`config.mk`:
```
export PLATFORM = sky130hd
export DESIGN_NAME = npq_out_queue
export DESIGN_NICKNAME = d
export VERILOG_FILES = /design/src/rtl/core/npq_pkg.sv /design/src/rtl/core/npq_out_queue.sv
export SDC_FILE = /design/constraint.sdc
export NUM_CORES = 1
export LEC_CHECK = 0
export BUFFER_PORTS_ARGS = -buffer_cell sky130_fd_sc_hd__buf_2
export CORE_MARGIN = 5
export CORE_UTILIZATION = 55
export DETAILED_ROUTE_END_ITERATION = 8
export GPL_ROUTABILITY_DRIVEN = 0
export PLACE_DENSITY_LB_ADDON = 0.08
export SETUP_SLACK_MARGIN = 0.5
export SLEW_MARGIN = 20
export SYNTH_ARGS = -nofsm -noshare
export SYNTH_HDL_FRONTEND = slang
export SYNTH_SLANG_ARGS = --single-unit
```
`constraint.sdc`:
```
create_clock -name clock -period 6.2 [get_ports clock]
set_clock_uncertainty 0.2 [all_clocks]
set_input_delay 1.55 -clock clock [delete_from_list [all_inputs] [get_ports clock]]
set_output_delay 1.55 -clock clock [all_outputs]
set_load 0.01 [all_outputs]
```
`src/rtl/core/npq_pkg.sv`:
```
// Shared types, sizes and palette for the palette quantizer.
// No dependencies.
`timescale 1ns / 1ps
`default_nettype none

package npq_pkg;

   // image and field sizes
   localparam int MAX_SIDE    = 4096;
   localparam int COORD_W     = $clog2(MAX_SIDE);
   localparam int SIDE_W      = 13;
   localparam int OFFSET_W    = 12;
   localparam int BOARD_W     = 13;
   localparam int CHAN_W      = 8;
   localparam int COLOR_W     = 5;

   // palette search
   localparam int PALETTE_SIZE = 32;
   localparam int PAL_ENTRIES  = 32;
   localparam int TREE_LEVELS  = $clog2(PAL_ENTRIES);
   localparam int TREE_LEAVES  = 1 << TREE_LEVELS;
   localparam int TREE_NODES   = 2 * TREE_LEAVES - 1;
   localparam int LEAF_IDX_W   = TREE_LEVELS;
   localparam int SQ_W         = 2 * CHAN_W;
   localparam int DIST_W       = SQ_W + 2;
   localparam int PIPE_STAGES  = TREE_LEVELS + 2;

   // queues
   localparam int MIDQ_PTR_W  = 2;
   localparam int MIDQ_DEPTH  = 1 << MIDQ_PTR_W;
   localparam int OUTQ_PTR_W  = 4;
   localparam int OUTQ_DEPTH  = 1 << OUTQ_PTR_W;

   // register port
   localparam int REG_INDEX_W = 2;
   localparam int CSR_ADDR_W  = REG_INDEX_W + 2;
   localparam int CSR_DATA_W  = 32;

   localparam logic [SIDE_W-1:0] WIDTH_RESET  = SIDE_W'(640);
   localparam logic [SIDE_W-1:0] HEIGHT_RESET = SIDE_W'(480);

   typedef enum logic [REG_INDEX_W-1:0] {
      REG_IMAGE_WIDTH,
      REG_IMAGE_HEIGHT,
      REG_OFFSET_X,
      REG_OFFSET_Y
   } csr_reg_type;

   // fixed palette, {red, green, blue}
   localparam logic [3*CHAN_W-1:0] PALETTE_RGB [PALETTE_SIZE] = '{
      24'h000000, 24'hFFFFFF, 24'hAAAAAA, 24'h555555,
      24'hFED3C7, 24'hFFC4CE, 24'hFAAC8E, 24'hFF8B83,
      24'hF44336, 24'hE91E63, 24'hE2669E, 24'h9C27B0,
      24'h673AB7, 24'h3F51B5, 24'h004670, 24'h057197,
      24'h2196F3, 24'h00BCD4, 24'h3BE5DB, 24'h97FDDC,
      24'h167300, 24'h37A93C, 24'h89E642, 24'hD7FF07,
      24'hFFF6D1, 24'hF8CB8C, 24'hFFEB3B, 24'hFFC107,
      24'hFF9800, 24'hFF5722, 24'hB83F27, 24'h795548
   };

   // effective sizes minus one, offsets
   typedef struct packed {
      logic [COORD_W-1:0]  w_m1;
      logic [COORD_W-1:0]  h_m1;
      logic [OFFSET_W-1:0] offset_x;
      logic [OFFSET_W-1:0] offset_y;
   } cfg_type;

   typedef struct packed {
      logic [BOARD_W-1:0] board_x;
      logic [BOARD_W-1:0] board_y;
      logic               image_done;
   } coord_type;

   typedef struct packed {
      logic [CHAN_W-1:0] red;
      logic [CHAN_W-1:0] green;
      logic [CHAN_W-1:0] blue;
      coord_type         coord;
   } pix_item_type;

   typedef struct packed {
      logic [BOARD_W-1:0] board_x;
      logic [BOARD_W-1:0] board_y;
      logic [COLOR_W-1:0] color_index;
      logic               image_done;
   } rsp_item_type;

endpackage

`default_nettype wire

```
`src/rtl/core/npq_out_queue.sv`:
```
// Result queue with a credit count that covers items still in the
// search pipeline. Depends on npq_pkg.
`timescale 1ns / 1ps
`default_nettype none

module npq_out_queue
   import npq_pkg::*;
(
   input  logic         clock,
   input  logic         reset,
   input  logic         issue,
   input  logic         wr_valid,
   input  rsp_item_type wr_item,
   input  logic         pop,
   output logic         empty,
   output rsp_item_type head,
   output logic         credit_avail
);

   rsp_item_type          outq_ff [OUTQ_DEPTH];
   logic [OUTQ_PTR_W-1:0] wr_ptr_ff, wr_ptr_in, rd_ptr_ff, rd_ptr_in;
   logic [OUTQ_PTR_W:0]   count_ff, count_in;
   logic [OUTQ_PTR_W:0]   credit_ff, credit_in;
   logic                  pop_xfer;

   assign empty        = (count_ff == '0);
   assign head         = outq_ff[rd_ptr_ff];
   assign pop_xfer     = pop && !empty;
   assign credit_avail = (credit_ff != '0);

   always_comb begin
      wr_ptr_in = wr_ptr_ff + OUTQ_PTR_W'(wr_valid);
      rd_ptr_in = rd_ptr_ff + OUTQ_PTR_W'(pop_xfer);
      count_in  = count_ff + (OUTQ_PTR_W + 1)'(wr_valid) - (OUTQ_PTR_W + 1)'(pop_xfer);
      credit_in = credit_ff - (OUTQ_PTR_W + 1)'(issue) + (OUTQ_PTR_W + 1)'(pop_xfer);
   end

   always_ff @(posedge clock) begin
      if (reset) begin
         wr_ptr_ff <= '0;
         rd_ptr_ff <= '0;
         count_ff  <= '0;
         credit_ff <= (OUTQ_PTR_W + 1)'(OUTQ_DEPTH);
      end else begin
         wr_ptr_ff <= wr_ptr_in;
         rd_ptr_ff <= rd_ptr_in;
         count_ff  <= count_in;
         credit_ff <= credit_in;
      end
   end

   always_ff @(posedge clock) begin
      if (wr_valid) begin
         outq_ff[wr_ptr_ff] <= wr_item;
      end
   end

endmodule

`default_nettype wire

```
## Word level (Yosys, flattened, before mapping)

Memories as Yosys holds them, arrays and structs flattened. A register that Yosys moved wholly into a read port is not among the register bits.
Cells that the tools add are included.
Widths: inputs -> output; s select.

- Logic and storage cells: 18
- Memories: 1
- Output and inout bits: 34
- Register bits after elaboration: 18
- Bits of input ports: 37
- Memory bits (writable): 512

Memory list:

| name | depth | width | rd ports | clocked after Yosys merged registers in | wr ports | RTL line | source |
|---|---|---|---|---|---|---|---|
| outq_ff | 16 | 32 | 1 | 1 | 1 | npq_out_queue.sv:20 | `rsp_item_type outq_ff [OUTQ_DEPTH];` |

- Add/subtract/negate cells: 6
- Multiplexer cells: 3
- Reduce and logical (&&, ||, !) cells: 4

Operator list:

| cell | count |
|---|---|
| $add 5x1->5 | 2 |
| $sub 5x1->5 | 2 |
| $add 4x1->4 | 2 |
| $logic_not 5->1 | 1 |
| $reduce_bool 5->1 | 1 |
| $mux 4 | 1 |
| $mux 1 | 2 |
| $logic_and 1x1->1 | 1 |
| $logic_not 1->1 | 1 |

## Depth between registers and ports, before layout

- Depth in word-level cells: 5
- Mapped depth: 13
- Mapped depth without buffers: 13

## Least setup slack after synthesis

No wires, ideal clock.

- Kind: input to register
- From: input port wr_valid
- To: memory outq_ff[0][0] (netlist bit) (enable)
- Arrival: 4.243 ns
- Setup time: 0.461 ns
- Setup slack: 1.296 ns
- Cell stages on the path: 2
- Path buffers: 0
- Cells stage by stage: or3b_2 > nor3_1

- Word-level cells in the longest chain between the ends: 2

Ends and longest elaborated chain:

| what | RTL line | source |
|---|---|---|
| from (decl) | npq_out_queue.sv:12 | `input logic wr_valid,` |
| $mux 1 | npq_out_queue.sv:53 | `if (wr_valid) begin` |
| $mux 1 (implied by the code) | npq_out_queue.sv:54 | `outq_ff[wr_ptr_ff] <= wr_item;` |
| to (decl) | npq_out_queue.sv:20 |  |

No other way between the ends.

==> impl_metrics.yaml <==
logic_synthesis:
  synthArstFlopShare: 0
  synthCells: 903
  yosysWarningCount: 0
  synth_ff_type: "edfxtp_1"
  ys_seq_area_frac: 0.781
  synthDistinctLibCells: 28
  synth_edf_count: 512
  synthXorXnorAreaFrac: 0.00435
  synth.area.mux_share: 0.143
  synth_fa_ha_area_frac: 0.0119
  ys_ff_latch: 530
  synth_nets: 958
  synth-compound-area-share: 0.0267
  avgSynthCellArea_sq_um: 22.3
  synth_top_family_by_area: "multiplexers"
  syn-cell-area_sq_um: 20100
  yosys.area_share.simple: 0.0192
setup_path:
  cp_max_fo: 69
  path_class: "reg -> out"
  arrival_ps: 3100
  reg2reg_from: "count_ff[2]"
  critPathCaptureType: "primary output"
  cp_slowest_cell: "dfxtp_4"
  cpPeakStageDelay_ps: 1020
  crit_chain: "buf_4, mux4_2, a22oi_1, nand2_1, buf_2"
  startpoint_type: "flip-flop"
  startpoint: "rd_ptr_ff[1]"
  required_ps: 4450
clock_tree:
  clk_latency_ps: 570
  post_cts_buffers: 0
  tritoncts: "yes"
  numCtsBuffers: 51
  htree_levels: 2
  cts_resized: 0
  path_clk_slew_ps: 60
  cts_buffer_depth: 3
  postCtsHoldBufs: 0
  cts-root-buf: "clkbuf_16"
  cts_sinks: 530
floorplan:
  coreArea_sq_um: 36300
  die-area_sq_um: 40600
  initial_core_util: 0.554
  fp.dieH_um: 201
  die_w_um: 201
  io-pin-count: 71
  fp-row-count: 70
global_routing:
  antenna_found_initial: 2
  grt_overflow: 0
  grt_pass1_vias: 10100
  grt_start_max_net_pins: 70
  grt_usage: 0.218
  grt_pass1_wl_um: 64800
timing:
  min_period_over_period: 0.782
  final-setup-viol-count: 0
  holdWs_ps: 389
  hold_viol: 0
  fin_crit_ps: 4850
  fmax_mhz: 206
  slew_violations: 0
  finalSetupTns_ps: 0
  rsz0062_at_grt: "no"
  tightestPinTransition_ps: 1120
  relSlewSlack: 0.253
cells_and_area:
  drive_gt1_frac: 0.295
  n_antenna_cell: 0
  final_cell_mix: "edfxtp_1 (512), mux4_2 (128), buf_2 (70)"
  nets: 1063
  syn_to_final_growth_pct: 13.3
  fillers: 2428
  layout_commonest_cell: "edfxtp_1"
  fin_util: 0.628
min_path:
  worstHoldPathType: "reg -> reg"
  hp-start: "wr_ptr_ff[3]"
outcome:
  status: "finished clean"
route:
  drtAntennaViolNets: 0
  drt-total-wl_um: 43300
  routedWlPerCell_um: 28.6
  vias: 9466
  first_pass_iters: 5
  drcViolationCount: 0
  routed_via_density: 6.26
  drtIter0Drc: 753
placement:
  dp_hpwl_um: 23200
  port_buffers: 70
power_and_ir_drop:
  power_density_nw_per_um2: 372
  p_leak_nw: 7.22
  ir_drop_v: 0.000312
job:
  cap_violations: 0
cell families (layout without fill, tap and decap cells):
kind of cell               after synthesis  count (layout)
and+or+nand+nor                         85              85
muxes                                  128             128
buffers and inverters                   58             200
AOI/OAI and AO/OA                       74              74
xor gates and xnor gates                10              10
adders and majority gates               18              18
DFF                                    530             530
state kept, by name (all words and copies together) (netlist names):
signal and cells:
count_ff 5, credit_ff 5, outq_ff 512, rd_ptr_ff 4, wr_ptr_ff 4
critical path: cells and delay by family, from the launching register on:
family | cells | cell delay (ps)
flops | 1 | 1020
buf+inv | 2 | 730
mux | 1 | 390
compound gates | 1 | 220
simple gates | 1 | 110
cells in the mapped netlist (3+ instances only):
cell type  number  area, sq um
edfxtp_1      512        15400
mux4_2        128         2880
a22oi_1        64          480
nand2_1        33          124
nor2_1         24         90.1
clkbuf_1       20         75.1
dfxtp_1        18          360
ha_1           16          200
inv_1          12         45.0
nor2b_1        10         62.6
buf_1           9         33.8
buf_2           7         35.0
buf_4           7         52.6
xnor2_1         7         61.3
a21oi_1         5         25.0
nand3_1         4         20.0
nor3_1          4         20.0
a21o_1          3         22.5
buf_6           3         33.8
nand2b_1        3         18.8
xor2_1          3         26.3
cell type report:
type	count	area, sq um	share of cell area
multi-input combinational	315	4280	0.187
clock buffer	69	1390	0.0607
tap	468	586	0.0256
sequential	530	15700	0.690
inverter	12	45.0	0.00197
timing repair buffer	98	611	0.0267
clock inverter	21	186	0.00817
per-stage QoR:
stage	power (mW)	cell area, sq um	setup slack [ps]	instances
global route	8.85	22800	1210	1513
detailed placement	5.64	21300	1940	1423
finish	8.48	22800	1350	1513
CTS	8.58	22800	1310	1513
floorplan	5.26	20100	1300	903
global placement	5.58	21300	1970	1423
power by group:
group	switching, mW	internal [mW]
Clock	1.22	1.72
Combinational	0.648	0.763
Sequential	0.129	4.00
per-layer routing:
layer	vias to the layer above	wire length [um]	GRT usage
met1	5091	17600	0.299
met2	318	22300	0.367
met4	4	815	0.0581
met3	63	2560	0.0385
met5	-	25	0
li1	3990	-	-
final timing paths:
path	to	slack (ps)	cells after the start
worst min register to register	wr_ptr_ff[3]	390	2
worst max register to register	count_ff[4]	3140	13
worst min-delay path	wr_ptr_ff[3]	390	2
worst max-delay path	head[13]	1350	5
Power figures use the tool's default switching activity.
