$ cat src/rtl/core/npq_pkg.sv
// Shared types, sizes and palette for the palette quantizer.
// No dependencies.
`timescale 1ns / 1ps
`default_nettype none

package npq_pkg;

   // image and field sizes
   localparam int MAX_SIDE    = 4096;
   localparam int COORD_W     = $clog2(MAX_SIDE);
   localparam int SIDE_W      = 13;
   localparam int OFFSET_W    = 12;
   localparam int BOARD_W     = 13;
   localparam int CHAN_W      = 8;
   localparam int COLOR_W     = 5;

   // palette search
   localparam int PALETTE_SIZE = 32;
   localparam int PAL_ENTRIES  = 32;
   localparam int TREE_LEVELS  = $clog2(PAL_ENTRIES);
   localparam int TREE_LEAVES  = 1 << TREE_LEVELS;
   localparam int TREE_NODES   = 2 * TREE_LEAVES - 1;
   localparam int LEAF_IDX_W   = TREE_LEVELS;
   localparam int SQ_W         = 2 * CHAN_W;
   localparam int DIST_W       = SQ_W + 2;
   localparam int PIPE_STAGES  = TREE_LEVELS + 2;

   // queues
   localparam int MIDQ_PTR_W  = 2;
   localparam int MIDQ_DEPTH  = 1 << MIDQ_PTR_W;
   localparam int OUTQ_PTR_W  = 4;
   localparam int OUTQ_DEPTH  = 1 << OUTQ_PTR_W;

   // register port
   localparam int REG_INDEX_W = 2;
   localparam int CSR_ADDR_W  = REG_INDEX_W + 2;
   localparam int CSR_DATA_W  = 32;

   localparam logic [SIDE_W-1:0] WIDTH_RESET  = SIDE_W'(640);
   localparam logic [SIDE_W-1:0] HEIGHT_RESET = SIDE_W'(480);

   typedef enum logic [REG_INDEX_W-1:0] {
      REG_IMAGE_WIDTH,
      REG_IMAGE_HEIGHT,
      REG_OFFSET_X,
      REG_OFFSET_Y
   } csr_reg_type;

   // fixed palette, {red, green, blue}
   localparam logic [3*CHAN_W-1:0] PALETTE_RGB [PALETTE_SIZE] = '{
      24'h000000, 24'hFFFFFF, 24'hAAAAAA, 24'h555555,
      24'hFED3C7, 24'hFFC4CE, 24'hFAAC8E, 24'hFF8B83,
      24'hF44336, 24'hE91E63, 24'hE2669E, 24'h9C27B0,
      24'h673AB7, 24'h3F51B5, 24'h004670, 24'h057197,
      24'h2196F3, 24'h00BCD4, 24'h3BE5DB, 24'h97FDDC,
      24'h167300, 24'h37A93C, 24'h89E642, 24'hD7FF07,
      24'hFFF6D1, 24'hF8CB8C, 24'hFFEB3B, 24'hFFC107,
      24'hFF9800, 24'hFF5722, 24'hB83F27, 24'h795548
   };

   // effective sizes minus one, offsets
   typedef struct packed {
      logic [COORD_W-1:0]  w_m1;
      logic [COORD_W-1:0]  h_m1;
      logic [OFFSET_W-1:0] offset_x;
      logic [OFFSET_W-1:0] offset_y;
   } cfg_type;

   typedef struct packed {
      logic [BOARD_W-1:0] board_x;
      logic [BOARD_W-1:0] board_y;
      logic               image_done;
   } coord_type;

   typedef struct packed {
      logic [CHAN_W-1:0] red;
      logic [CHAN_W-1:0] green;
      logic [CHAN_W-1:0] blue;
      coord_type         coord;
   } pix_item_type;

   typedef struct packed {
      logic [BOARD_W-1:0] board_x;
      logic [BOARD_W-1:0] board_y;
      logic [COLOR_W-1:0] color_index;
      logic               image_done;
   } rsp_item_type;

endpackage

`default_nettype wire

$ cat src/rtl/core/npq_csr.sv
// Configuration registers behind the APB-style port.
// Depends on npq_pkg.
`timescale 1ns / 1ps
`default_nettype none

module npq_csr
   import npq_pkg::*;
(
   input  logic                  clock,
   input  logic                  reset,
   input  logic                  psel,
   input  logic                  penable,
   input  logic                  pwrite,
   input  logic [CSR_ADDR_W-1:0] paddr,
   input  logic [CSR_DATA_W-1:0] pwdata,
   output logic [CSR_DATA_W-1:0] prdata,
   output logic                  pready,
   output cfg_type               cfg,
   output logic                  size_wr
);

   logic [SIDE_W-1:0]   width_ff,  width_in;
   logic [SIDE_W-1:0]   height_ff, height_in;
   logic [OFFSET_W-1:0] offx_ff,   offx_in;
   logic [OFFSET_W-1:0] offy_ff,   offy_in;
   logic                wr_en;
   csr_reg_type         reg_sel;

   // size saturated to 1..MAX_SIDE, minus one
   function automatic logic [COORD_W-1:0] side_m1(input logic [SIDE_W-1:0] v);
      if (v == '0) begin
         return '0;
      end else if (v > SIDE_W'(MAX_SIDE)) begin
         return COORD_W'(MAX_SIDE - 1);
      end else begin
         return COORD_W'(v - SIDE_W'(1));
      end
   endfunction

   assign pready  = 1'b1;
   assign wr_en   = psel && penable && pwrite && pready;
   assign reg_sel = csr_reg_type'(paddr[CSR_ADDR_W-1:2]);
   assign size_wr = wr_en && (reg_sel == REG_IMAGE_WIDTH || reg_sel == REG_IMAGE_HEIGHT);

   always_comb begin
      width_in  = width_ff;
      height_in = height_ff;
      offx_in   = offx_ff;
      offy_in   = offy_ff;
      prdata    = '0;
      unique case (reg_sel)
         REG_IMAGE_WIDTH: begin
            prdata = CSR_DATA_W'(width_ff);
            if (wr_en) width_in = pwdata[SIDE_W-1:0];
         end
         REG_IMAGE_HEIGHT: begin
            prdata = CSR_DATA_W'(height_ff);
            if (wr_en) height_in = pwdata[SIDE_W-1:0];
         end
         REG_OFFSET_X: begin
            prdata = CSR_DATA_W'(offx_ff);
            if (wr_en) offx_in = pwdata[OFFSET_W-1:0];
         end
         REG_OFFSET_Y: begin
            prdata = CSR_DATA_W'(offy_ff);
            if (wr_en) offy_in = pwdata[OFFSET_W-1:0];
         end
      endcase
   end

   always_ff @(posedge clock) begin
      if (reset) begin
         width_ff  <= WIDTH_RESET;
         height_ff <= HEIGHT_RESET;
         offx_ff   <= '0;
         offy_ff   <= '0;
      end else begin
         width_ff  <= width_in;
         height_ff <= height_in;
         offx_ff   <= offx_in;
         offy_ff   <= offy_in;
      end
   end

   assign cfg.w_m1     = side_m1(width_ff);
   assign cfg.h_m1     = side_m1(height_ff);
   assign cfg.offset_x = offx_ff;
   assign cfg.offset_y = offy_ff;

endmodule

`default_nettype wire

$ cat config.mk
export PLATFORM = sky130hd
export DESIGN_NAME = npq_csr
export DESIGN_NICKNAME = d
export VERILOG_FILES = /design/src/rtl/core/npq_pkg.sv /design/src/rtl/core/npq_csr.sv
export SDC_FILE = /design/constraint.sdc
export NUM_CORES = 1
export LEC_CHECK = 0
export ABC_AREA = 1
export BUFFER_PORTS_ARGS = -buffer_cell sky130_fd_sc_hd__buf_2
export CORE_MARGIN = 2
export CORE_UTILIZATION = 49
export DETAILED_ROUTE_END_ITERATION = 7
export GPL_TIMING_DRIVEN = 0
export PLACE_DENSITY = 0.81
export SLEW_MARGIN = 30
export SYNTH_ARGS = -nofsm -noshare
export SYNTH_HDL_FRONTEND = slang
export SYNTH_SLANG_ARGS = --single-unit
export TNS_END_PERCENT = 50
$ cat constraint.sdc
create_clock -name clock -period 1.66 [get_ports clock]
set_input_delay 0.166 -clock clock [delete_from_list [all_inputs] [get_ports clock]]
set_output_delay 0.166 -clock clock [all_outputs]
set_load 0.05 [all_outputs]
Word level (Yosys, flattened, before mapping). Index checks and enable logic that the tools add are counted.

Add/subtract/negate cells: 2. Multipliers: 0. Divide/modulo/power cells: 0. $lt $le $gt $ge: 2. Eq/ne operators: 3. Shift operators: 0. Muxes and demuxes: 5. Bitwise operators: 0. Reductions and logical operators: 11.

Operators by type and width (count): $pmux 32 s4 (1); $mux 12 (4); $gt 13x13->1 const B (2); $logic_not 13->1 (2); $sub 12x1->12 const B (2); $reduce_and 2->1 (4); $eq 2x2->1 const B (2); $logic_and 1x1->1 (3); $eq 2x1->1 const B (1); $logic_not 2->1 (1); $logic_or 1x1->1 (1).

Register bits after elaboration: 50. Latch bits: 0. Memory bits (writable): 0. Bits in read-only memories: 0. Input port bits: 41. Output and inout port bits: 82. Logic and storage cells: 27. Memories kept: 0.

Depth between registers and ports, before layout.
Word-level depth: 3. Gate-level depth with buffers: 10. Gate-level depth less buffers: 9.

Worst setup path after synthesis. Ideal clock, no wire load.

Kind: reg2out. Start point: register height_ff[0]. End point: output port cfg[24] in the netlist's numbering. Data arrival time: 1.973 ns. Data required time: 1.494 ns. Path slack: -0.479 ns. Cell stages (with the launch flop): 8. Path through: dfxtp_1 inv_1 ha_1 nand2_1 nor2_2 nand2_2 nor2_4 o21ai_0.

RTL lines: start: declaration (line npq_csr.sv:23) `logic [SIDE_W-1:0] height_ff, height_in;`; start signal: assignment (line npq_csr.sv:79) `height_ff <= height_in;`; end: declaration (line npq_csr.sv:18) `output cfg_type cfg,`.

==> results by group <==
Outcome
  – Status: finished, violations left
  – Failing checks: negative setup slack

Clock tree
  – CTS H-tree lvls: 2
  – Skew-Pair Late Insertion Delay: 300 ps
  – Bufs on Longest Clock Path: 2
  – Num CTS Buffers: 5
  – Number of hold buffers added after CTS: 0
  – Clk sink count: 50
  – TritonCTS clock tree: done
  – Worst-path clk slew: 90 ps
  – Clock Tree Root: clkbuf_8

Critical path
  – R2R depth: 2
  – Critical Path RT: between 1000 and 1500 ps
  – Slowest library cell on the worst path: dfxtp_4
  – Worst setup SP type: flip-flop
  – Critical Path Sink Type: output port
  – CP cell instances: nor2_4 > nand2_4 > nor2_4 > nand2_4 > nand2_8 > buf_12 > nand3_2 > nand2_1 > inv_1 > buf_6
  – Worst path max stage delay: 380 ps
  – Critical setup path kind: flip-flop to output port
  – Crit Path Max Fanout: 5
  – CP Data Arrival Time: 1730 ps

Placed design
  – Dpl ws: -179.8 ps
  – DP Cell Count: 642
  – Placer congestion estimate: about 0.97
  – Post-DP HPWL: 7156 um
  – Port bufs: 81
  – Placed Area: 3710 um^2

STA
  – Final min period: 1894 ps
  – Final Hold Fails: 0
  – Final setup vio count: 24
  – Fin crit share: 114.1%
  – Skew final: 0 ps
  – Fmax: about 530 MHz
  – Final worst slack: -233.9 ps
  – Slew Limit Fails: 0
  – Minimum hold slack: ~160 ps
  – RSZ-0062 raised after global routing: yes

Synth
  – Commonest cells in the netlist: nor2_1 (91), nand2_1 (87), dfxtp_1 (50), o21ai_0 (47), inv_1 (45)
  – Synth area leader: dfxtp_1
  – Syn_area_per_cell: 6.531 um^2
  – Share of the synthesized area in the top cell type: 32.75%
  – Mapped Cells: 468
  – Flops & latches, synth: 50
  – Synth area leaders: dfxtp_1 (33%), nor2_1 (11%), nand2_1 (11%), o21ai_0 (7.7%), inv_1 (5.5%)
  – Most used DFF post-synth: dfxtp_1
  – Syn. warnings: 0
  – Mapped Area: 3057 um^2
  – Synth unique cells: 30
  – Seq/Total Area, Yosys: 32.75%
  – Async SR Flop Fraction: 0%
  – EDFF count, synth: 0
  – Count leader, synth: nor2_1

GRT
  – Largest net degree at the start of global routing: 14
  – Wire length of the first global-routing pass: around 16000 um
  – Antenna violations before repair: 0
  – Total track usage: 28.53%
  – Vias in the first global route: between 3000 and 4000
  – GRT overflow: 0

Run
  – Max-cap violations: 0

Layout
  – Share of cells above drive strength 1: between 40% and 50%
  – Layout area overhead: 47.44%
  – Number of fillers in the final layout: 452
  – Final cell count without fillers: 670
  – N_diodes: 0
  – Number of nets in the layout: 641
  – Design Area, Final: about 4500 um^2

Min path
  – Worst Hold Class: input pin to flip-flop
  – Cell depth of the worst hold path: 3

Power and ir drop
  – VDD IR max: 0.5200 mV
  – Power Dens Cells: 635.3 nW/um^2
  – Static Leak: 2.236 nW

Floorplan
  – Core Footprint: 5991 um^2
  – Initial Util: between 50% and 60%
  – Die Y: 82.98 um
  – Ports: between 100 and 150
  – Die Wd: 82.98 um
  – DIE AREA: 6886 um^2
  – Rows: 28

Route
  – Drt first pass iters: 5
  – Antenna viol nets, final: 0
  – Total number of vias: around 3700
  – Routed WL: 10780 um
  – DR DRC count: 0
  – Routed vias/inst: 5.531
  – First DRT Iteration DRCs: 309
  – Routed length per instance: 16.09 um
## layout by cell type, fill, tap and decap left out, types with 13 or more instances in the layout
master	count
dfxtp_1	32
nor2_4	13
buf_2	62
buf_6	26
nand2_1	79
dfxtp_2	15
a21oi_1	19
inv_1	30
conb_1	20
nor2_1	70
buf_4	38
nor2_2	15
o21ai_0	44
nand3_1	17
## final timing paths
kind	startpoint	end	slack, ps
max	height_ff[5]$_SDFFE_PP1P_	cfg[34]	-230
min	pwdata[12]	width_ff[12]$_SDFFE_PP0P_	160
min reg2reg	width_ff[1]$_SDFFE_PP0P_	width_ff[1]$_SDFFE_PP0P_	530
max reg2reg	width_ff[11]$_SDFFE_PP0P_	width_ff[11]$_SDFFE_PP0P_	790
## critical path: cells and delay by family (launching register included)
family	cells	cell delay (ps)
buf+inv	3	330
flops	1	380
simple gates	7	720
## layer usage
metal / routed length [um] / track usage, %
met3: 824 / 4.274
met4: 346 / 11.03
met1: 4250 / 35.21
met2: 5360 / 49.78
met5: 0 / 0
## logic make-up (layout without fill, tap and decap cells)
| logic type | count (synthesis) | after routing | share of synthesized area (%) |
|---|---|---|---|
| AO/OA/AOI/OAI | 94 | 94 | 17.19 |
| AND/OR/NAND/NOR | 221 | 221 | 30.82 |
| XOR/XNOR | 11 | 11 | 3.152 |
| flip-flops | 50 | 50 | 32.75 |
| buffers and inverters | 86 | 195 | 14.20 |
| other | 2 | 20 | 0.2457 |
| adder cells (fa/ha/maj) | 4 | 4 | 1.637 |
## sequential cells by signal (all words and copies together) (netlist names)
name       cells
offy_ff       12
offx_ff       12
width_ff      13
height_ff     13
## where the power goes
| part | leakage [nW] | switching, mW | internal [mW] | total [mW] |
|---|---|---|---|---|
| Clock | 0.0431 | 0.385 | 0.322 | 0.707 |
| Sequential | 0.412 | 0.0313 | 1.22 | 1.25 |
| Combinational | 1.78 | 0.625 | 0.276 | 0.902 |
## layout make-up
class | count | area, um^2 | area share [%]
buffer | 35 | 246.5 | 5.469
clock buffer | 6 | 82.58 | 1.832
inverter | 51 | 214.0 | 4.747
multi-input combinational | 350 | 2066 | 45.84
sequential | 50 | 1031 | 22.88
tap | 75 | 93.84 | 2.082
timing repair buffer | 103 | 773.2 | 17.16
## per-stage QoR
| step | power, mW | util [%] | TNS, ps |
|---|---|---|---|
| after floorplan | 1.859 | - | -1853 |
| after global placement | 2.016 | 61.93 | -1565 |
| after detailed placement | 2.023 | 61.93 | -2233 |
| after CTS | 2.783 | 71.39 | -2824 |
| after global routing | 2.949 | 75.23 | -5878 |
| final | 2.863 | 75.23 | -4437 |
## timing repair
item | CTS | global route
resized for setup | 107 | 63
cloned | 1 | 0
setup endpoints to repair | 24 | 26
buffers inserted | 18 | 4
pin swaps | 20 | 14
(Power assumes the default switching activity.)
