File: config.mk
export PLATFORM = sky130hd
export DESIGN_NAME = npq_front
export DESIGN_NICKNAME = d
export VERILOG_FILES = /design/src/rtl/core/npq_pkg.sv /design/src/rtl/core/npq_front.sv
export SDC_FILE = /design/constraint.sdc
export NUM_CORES = 1
export LEC_CHECK = 0
export ABC_AREA = 1
export BUFFER_PORTS_ARGS = -buffer_cell sky130_fd_sc_hd__buf_2
export CAP_MARGIN = 5
export CORE_MARGIN = 3
export CORE_UTILIZATION = 35
export CTS_CLUSTER_DIAMETER = 150
export DETAILED_ROUTE_END_ITERATION = 10
export HOLD_SLACK_MARGIN = 0.03
export PLACE_DENSITY = 0.49
export RECOVER_POWER = 25
export SYNTH_ARGS = -nofsm -noshare
export SYNTH_HDL_FRONTEND = slang
export SYNTH_SLANG_ARGS = --single-unit
File: constraint.sdc
create_clock -name clock -period 18 [get_ports clock]
set_input_delay 3.6 -clock clock [delete_from_list [all_inputs] [get_ports clock]]
set_output_delay 3.6 -clock clock [all_outputs]
set_load 0.05 [all_outputs]
File: src/rtl/core/npq_pkg.sv
// Shared types, sizes and palette for the palette quantizer.
// No dependencies.
`timescale 1ns / 1ps
`default_nettype none

package npq_pkg;

   // image and field sizes
   localparam int MAX_SIDE    = 4096;
   localparam int COORD_W     = $clog2(MAX_SIDE);
   localparam int SIDE_W      = 13;
   localparam int OFFSET_W    = 12;
   localparam int BOARD_W     = 13;
   localparam int CHAN_W      = 8;
   localparam int COLOR_W     = 5;

   // palette search
   localparam int PALETTE_SIZE = 32;
   localparam int PAL_ENTRIES  = 32;
   localparam int TREE_LEVELS  = $clog2(PAL_ENTRIES);
   localparam int TREE_LEAVES  = 1 << TREE_LEVELS;
   localparam int TREE_NODES   = 2 * TREE_LEAVES - 1;
   localparam int LEAF_IDX_W   = TREE_LEVELS;
   localparam int SQ_W         = 2 * CHAN_W;
   localparam int DIST_W       = SQ_W + 2;
   localparam int PIPE_STAGES  = TREE_LEVELS + 2;

   // queues
   localparam int MIDQ_PTR_W  = 2;
   localparam int MIDQ_DEPTH  = 1 << MIDQ_PTR_W;
   localparam int OUTQ_PTR_W  = 4;
   localparam int OUTQ_DEPTH  = 1 << OUTQ_PTR_W;

   // register port
   localparam int REG_INDEX_W = 2;
   localparam int CSR_ADDR_W  = REG_INDEX_W + 2;
   localparam int CSR_DATA_W  = 32;

   localparam logic [SIDE_W-1:0] WIDTH_RESET  = SIDE_W'(640);
   localparam logic [SIDE_W-1:0] HEIGHT_RESET = SIDE_W'(480);

   typedef enum logic [REG_INDEX_W-1:0] {
      REG_IMAGE_WIDTH,
      REG_IMAGE_HEIGHT,
      REG_OFFSET_X,
      REG_OFFSET_Y
   } csr_reg_type;

   // fixed palette, {red, green, blue}
   localparam logic [3*CHAN_W-1:0] PALETTE_RGB [PALETTE_SIZE] = '{
      24'h000000, 24'hFFFFFF, 24'hAAAAAA, 24'h555555,
      24'hFED3C7, 24'hFFC4CE, 24'hFAAC8E, 24'hFF8B83,
      24'hF44336, 24'hE91E63, 24'hE2669E, 24'h9C27B0,
      24'h673AB7, 24'h3F51B5, 24'h004670, 24'h057197,
      24'h2196F3, 24'h00BCD4, 24'h3BE5DB, 24'h97FDDC,
      24'h167300, 24'h37A93C, 24'h89E642, 24'hD7FF07,
      24'hFFF6D1, 24'hF8CB8C, 24'hFFEB3B, 24'hFFC107,
      24'hFF9800, 24'hFF5722, 24'hB83F27, 24'h795548
   };

   // effective sizes minus one, offsets
   typedef struct packed {
      logic [COORD_W-1:0]  w_m1;
      logic [COORD_W-1:0]  h_m1;
      logic [OFFSET_W-1:0] offset_x;
      logic [OFFSET_W-1:0] offset_y;
   } cfg_type;

   typedef struct packed {
      logic [BOARD_W-1:0] board_x;
      logic [BOARD_W-1:0] board_y;
      logic               image_done;
   } coord_type;

   typedef struct packed {
      logic [CHAN_W-1:0] red;
      logic [CHAN_W-1:0] green;
      logic [CHAN_W-1:0] blue;
      coord_type         coord;
   } pix_item_type;

   typedef struct packed {
      logic [BOARD_W-1:0] board_x;
      logic [BOARD_W-1:0] board_y;
      logic [COLOR_W-1:0] color_index;
      logic               image_done;
   } rsp_item_type;

endpackage

`default_nettype wire

File: src/rtl/core/npq_front.sv
// Front end: pixel intake, column/row counters, board coordinates and
// the short queue toward the search pipeline. Depends on npq_pkg.
`timescale 1ns / 1ps
`default_nettype none

module npq_front
   import npq_pkg::*;
(
   input  logic              clock,
   input  logic              reset,
   input  cfg_type           cfg,
   input  logic              size_wr,
   input  logic              push,
   output logic              full,
   input  logic [CHAN_W-1:0] red,
   input  logic [CHAN_W-1:0] green,
   input  logic [CHAN_W-1:0] blue,
   output logic              item_valid,
   output pix_item_type      item,
   input  logic              item_take
);

   logic [COORD_W-1:0]    col_ff, col_in, row_ff, row_in;
   logic [COORD_W-1:0]    col_cur, row_cur;
   logic                  last_col, last_row, accept;
   pix_item_type          item_in;
   pix_item_type          midq_ff [MIDQ_DEPTH];
   logic [MIDQ_PTR_W-1:0] wr_ptr_ff, wr_ptr_in, rd_ptr_ff, rd_ptr_in;
   logic [MIDQ_PTR_W:0]   count_ff, count_in;

   assign full       = (count_ff == (MIDQ_PTR_W + 1)'(MIDQ_DEPTH));
   assign accept     = push && !full;
   assign item_valid = (count_ff != '0);
   assign item       = midq_ff[rd_ptr_ff];

   always_comb begin
      // pull a stray counter back into the image
      col_cur  = (col_ff > cfg.w_m1) ? '0 : col_ff;
      row_cur  = (row_ff > cfg.h_m1) ? '0 : row_ff;
      last_col = (col_cur == cfg.w_m1);
      last_row = (row_cur == cfg.h_m1);

      item_in.red   = red;
      item_in.green = green;
      item_in.blue  = blue;
      item_in.coord.board_x    = BOARD_W'(col_cur) + BOARD_W'(cfg.offset_x);
      item_in.coord.board_y    = BOARD_W'(cfg.h_m1 - row_cur) + BOARD_W'(cfg.offset_y);
      item_in.coord.image_done = last_col && last_row;

      col_in = col_ff;
      row_in = row_ff;
      priority if (size_wr) begin
         col_in = '0;
         row_in = '0;
      end else if (accept) begin
         if (last_col) begin
            col_in = '0;
            row_in = last_row ? '0 : row_cur + COORD_W'(1);
         end else begin
            col_in = col_cur + COORD_W'(1);
            row_in = row_cur;
         end
      end

      wr_ptr_in = wr_ptr_ff + MIDQ_PTR_W'(accept);
      rd_ptr_in = rd_ptr_ff + MIDQ_PTR_W'(item_take);
      count_in  = count_ff + (MIDQ_PTR_W + 1)'(accept) - (MIDQ_PTR_W + 1)'(item_take);
   end

   always_ff @(posedge clock) begin
      if (reset) begin
         col_ff    <= '0;
         row_ff    <= '0;
         wr_ptr_ff <= '0;
         rd_ptr_ff <= '0;
         count_ff  <= '0;
      end else begin
         col_ff    <= col_in;
         row_ff    <= row_in;
         wr_ptr_ff <= wr_ptr_in;
         rd_ptr_ff <= rd_ptr_in;
         count_ff  <= count_in;
      end
   end

   always_ff @(posedge clock) begin
      if (accept) begin
         midq_ff[wr_ptr_ff] <= item_in;
      end
   end

endmodule

`default_nettype wire

# Word-level counts from Yosys, hierarchy flattened
# Memories as Yosys holds them, arrays and structs flattened. A register that Yosys moved wholly into a read port is not among the register bits.
# Cells that the tools add are included.
# totals
reg_bits	31
ramBits	204
in_bits	77
out_inout_bits	53
wordCells	33
mem_count	1
# classes
addsub	9
n_lt_le_gt_ge	2
eq_ne	3
n_mux	8
reduce_logical	5
# memory_table
name	depth	width	rd	rd_clocked_by_memory_dff	wr	line	text
midq_ff	4	51	1	1	1	npq_front.sv:27	pix_item_type midq_ff [MIDQ_DEPTH];
# ops
op	count
two-way mux 12 bit	5
adder 12 x 1 -> 12 bit (second input constant)	2
== test 12 bit	2
> comparator 12 bit	2
adder 12 x 12 -> 13 bit	1
adder 13 x 12 -> 13 bit	1
subtractor 12 x 12 -> 13 bit	1
adder 2 x 1 -> 2 bit	2
adder 3 x 1 -> 3 bit	1
== test 3 bit (second input constant)	1
nonzero test 3 bit	1
subtractor 3 x 1 -> 3 bit	1
logical AND 1 bit	2
two-way mux 1 bit	2
two-way mux 2 bit	1
OR reduction 2 bit	1
zero test 1 bit	1

# Longest topological paths before layout
# depth
depth_word	5
mapped_depth	28
ltp_nobuf	26

# Least setup slack after synthesis
# Ideal clock, no wire load.
# synth_path
path_type	input to register
startpoint	input port push
endpoint	memory midq_ff[0][0] (netlist name) (enable)
setup_time_ps	523
arrival_ps	7618
t_required_ps	17477
setup_slack_ps	9859
path_stages	4
path_buffers	2
path_cell_list	o21ai_0 > clkbuf_1 > clkbuf_1 > nor3_1
# synth_via
elab_chain_len	3
# synth_lines
item	line	text
start, declared	npq_front.sv:13	input logic push,
logical AND 1 bit	npq_front.sv:32	assign accept = push && !full;
two-way mux 1 bit	npq_front.sv:87	if (accept) begin
two-way mux 1 bit (not written as such)	npq_front.sv:88	midq_ff[wr_ptr_ff] <= item_in;
end, declared	npq_front.sv:27	
# No other way between the ends.

# Worst setup path after layout
# layout_path
startpoint	input port push
endpoint	memory midq_ff[0][39] (netlist name) (enable)
# Same word-level chain as after synthesis.

==> flow_summary_export.csv <==
group,metric,value,unit
status,violations,"capacitance limit, slew limit",
grt,track_usage,16.10,%
die,die_w,191.2,microns
clock_tree,clockBufferDepth,3,
synthesis,synth_top_cell_area_share,51.04,%
drt,firstDrtPassIters,5,
worst_hold_path,hold_path.class,"reg2reg",
synthesis,ys_seq_area_share,56.21,%
grt,grt_pass1_vias,8255,
synthesis,synth.distinct_cells,41,
timing,setup_tns,0,ns
clock_tree,cts_hold_buffers,0,
synthesis,avgSynthCellArea,9.879,sq um
synthesis,synth_flop_cell,"edfxtp_1",
cells_and_area,layoutNonFillerInstCount,1804,
clock_tree,cts_root_buf,"clkbuf_16",
timing,tightest_slew,4.288,ns
placement,hpwl,19510,microns
drt,vias,8679,
die,pin_count,130,
clock_tree,clk_latency,0.53,ns
synthesis,synth_top_area_cell,"edfxtp_1",
worst_setup_path,required,18.05,ns
power_and_ir_drop,powerDensity,115.8,mW/mm^2
job,maxCapViolCount,3,
power_and_ir_drop,irDropWorstVdd,71.96,uV
worst_setup_path,startpoint_type,"input port",
timing,slew_viol_final,135,
die,core,0.03370,sq mm
timing,rsz0062_at_grt,"no",
synthesis,synth.cell_area,0.01200,sq mm
drt,ant_nets,0,
drt,drt_iter0_markers,518,
placement,dpl_cell_area,0.01310,sq mm
grt,grt_pass1_wl,46130,microns
cells_and_area,final_area,0.01393,sq mm
die,die_h,191.2,microns
synthesis,yosysWarnings,0,
drt,wire_per_inst,16.61,microns
clock_tree,clock-sinks,235,
worst_setup_path,cp_slowest_cell,"clkbuf_1",
synthesis,ys_ff_latch,235,
drt,drt_wl_total,29960,microns
synthesis,synthCells,1215,
synthesis,synth.area.top_cells,"edfxtp_1 51%, nand2_1 6.2%, ha_1 5.7%",
timing,period_share,44.62,%
timing,maxSlewHeadroom,-188.9,%
grt,grt.overflow.total,0,
timing,hold_viol,0,
placement,port_buffers,129,
timing,post-route-min-period,8.031,ns
status,status,"finished, violations left",
cells_and_area,area_growth,16.04,%
die,initial_core_util,35.62,%
cells_and_area,nets,1481,
worst_setup_path,crit_path_end_kind,"register",
clock_tree,clk_pin_slew,0.06,ns
worst_setup_path,crit_fanout,51,
worst_setup_path,crit_path_max_incr_delay,2.55,ns
clock_tree,cts_setup_buffers,0,
clock_tree,cts_made_buffers,27,
grt,antenna_found_initial,0,
die,row_count,67,
drt,route.detailed.drc,0,
power_and_ir_drop,p_total,1.612,mW
synthesis,syn_nets,1361,
grt,grt_max_degree,105,
clock_tree,cts_max_level,1,
cells_and_area,layout-drive-gt1-share,14.01,%
cells_and_area,fillers,3371,
worst_setup_path,path_cells,"buf_2 -> o21ai_0 -> nor3_2 -> clkbuf_1",
worst_setup_path,crit_type,"in2reg",
die,dieArea,0.03655,sq mm
synthesis,synthArstFlopShare,0,%
timing,setup_viol,0,
synthesis,synth_edf_count,204,
clock_tree,cts_tree,"done",
power_and_ir_drop,p_leak,5.686,nW
worst_setup_path,cp_data_arrival_time,8.08,ns
timing,fmax,124.5,MHz
timing,fin_skew,0.01023,ns
timing,whs,0.4881,ns
clock_tree,cts_resized,0,
placement,place.gp.congestion,0.8678,
drt,via_per_inst,4.811,
placement,dp_cells,1754,
cells_and_area,diodes,0,
[per-stage QoR]
step | setup slack, ns | utilization, %
after floorplan | 9.859 | -
after global placement | 10.32 | 38.88
after detailed placement | 10.27 | 38.88
after CTS | 10.80 | 41.48
after global routing | 9.530 | 41.33
final | 9.969 | 41.33
[state kept, by name, indices dropped and copies added (netlist names)]
signal and cells:
midq_ff 204, col_ff 12, rd_ptr_ff 2, wr_ptr_ff 2, count_ff 3, row_ff 12
[cell type report]
class	count	area (sq um)	area share, %
flip-flops and latches	235	6751	48.47
multi-input cells	789	4531	32.53
clock buffers	37	753.2	5.408
repair buffers	137	666.9	4.788
well taps	448	560.5	4.024
inverters	145	544.3	3.908
clock inverters	13	121.4	0.8714
[report_power, final]
| part | internal, mW | switching [mW] | leakage (nW) |
|---|---|---|---|
| sequential | 0.680 | 0.0220 | 2.12 |
| clock | 0.321 | 0.211 | 0.422 |
| combinational | 0.0894 | 0.290 | 3.14 |
[synthesized netlist by cell type (2+ instances only)]
| cell | count |
|---|---|
| a21boi_0 | 3 |
| a21oi_1 | 57 |
| and2_1 | 2 |
| buf_2 | 4 |
| clkbuf_1 | 40 |
| dfxtp_1 | 31 |
| edfxtp_1 | 204 |
| fa_1 | 14 |
| ha_1 | 55 |
| inv_1 | 140 |
| inv_2 | 5 |
| nand2_1 | 198 |
| nand2_2 | 5 |
| nand2_4 | 7 |
| nand3_1 | 48 |
| nand3_2 | 6 |
| nand3b_1 | 2 |
| nand4_1 | 15 |
| nor2_1 | 151 |
| nor2_2 | 2 |
| nor2_4 | 3 |
| nor3_1 | 9 |
| o21ai_0 | 114 |
| o21ai_1 | 4 |
| o21bai_1 | 3 |
| o22ai_1 | 51 |
| xnor2_1 | 11 |
| xor2_1 | 18 |
[cell families after synthesis]
group | Yosys count | synth area share, %
compound gates | 236 | 10.60
xor+xnor | 30 | 2.252
fa+ha+maj | 69 | 8.068
buf+inv | 191 | 6.213
flops | 235 | 56.21
simple gates | 454 | 16.66
[worst paths after layout]
kind                                  endpoint        start  slack, ns  cells past startpoint
worst max-delay path            midq_ff[0][39]         push       9.97                      4
worst min-delay path                 col_ff[0]    col_ff[0]       0.49                      2
worst max register to register     count_ff[1]  count_ff[1]      11.77                      8
worst min register to register       col_ff[0]    col_ff[0]       0.49                      2
[layer usage]
layer	up-vias	part of all wire, %	track usage (%)
met2	177	46	27.03
met3	29	5.7	2.641
met4	0	1.4	3.020
met5	-	0	0
met1	4075	47	22.22
li1	4398	-	-
[critical path, delay by kind of cell]
family                 cells  cell delay, ns
and+or+nand+nor            1            0.45
AOI/OAI and AO/OA          1            1.36
buffers and inverters      2            2.62
[cells in the final DEF (no fill, tap or decap), drive strengths merged, types with 2 or more instances in the layout]
cell	count
a21boi	3
a21oi	58
and2	2
buf	110
bufinv	2
clkbuf	64
clkinv	7
clkinvlp	2
dfxtp	31
edfxtp	204
fa	14
ha	55
inv	147
nand2	211
nand3	54
nand3b	2
nand4	15
nor2	156
nor3	11
o21ai	118
o21bai	3
o22ai	51
or2	2
xnor2	11
xor2	19
No activity file was read; power rests on OpenSTA's default activity.
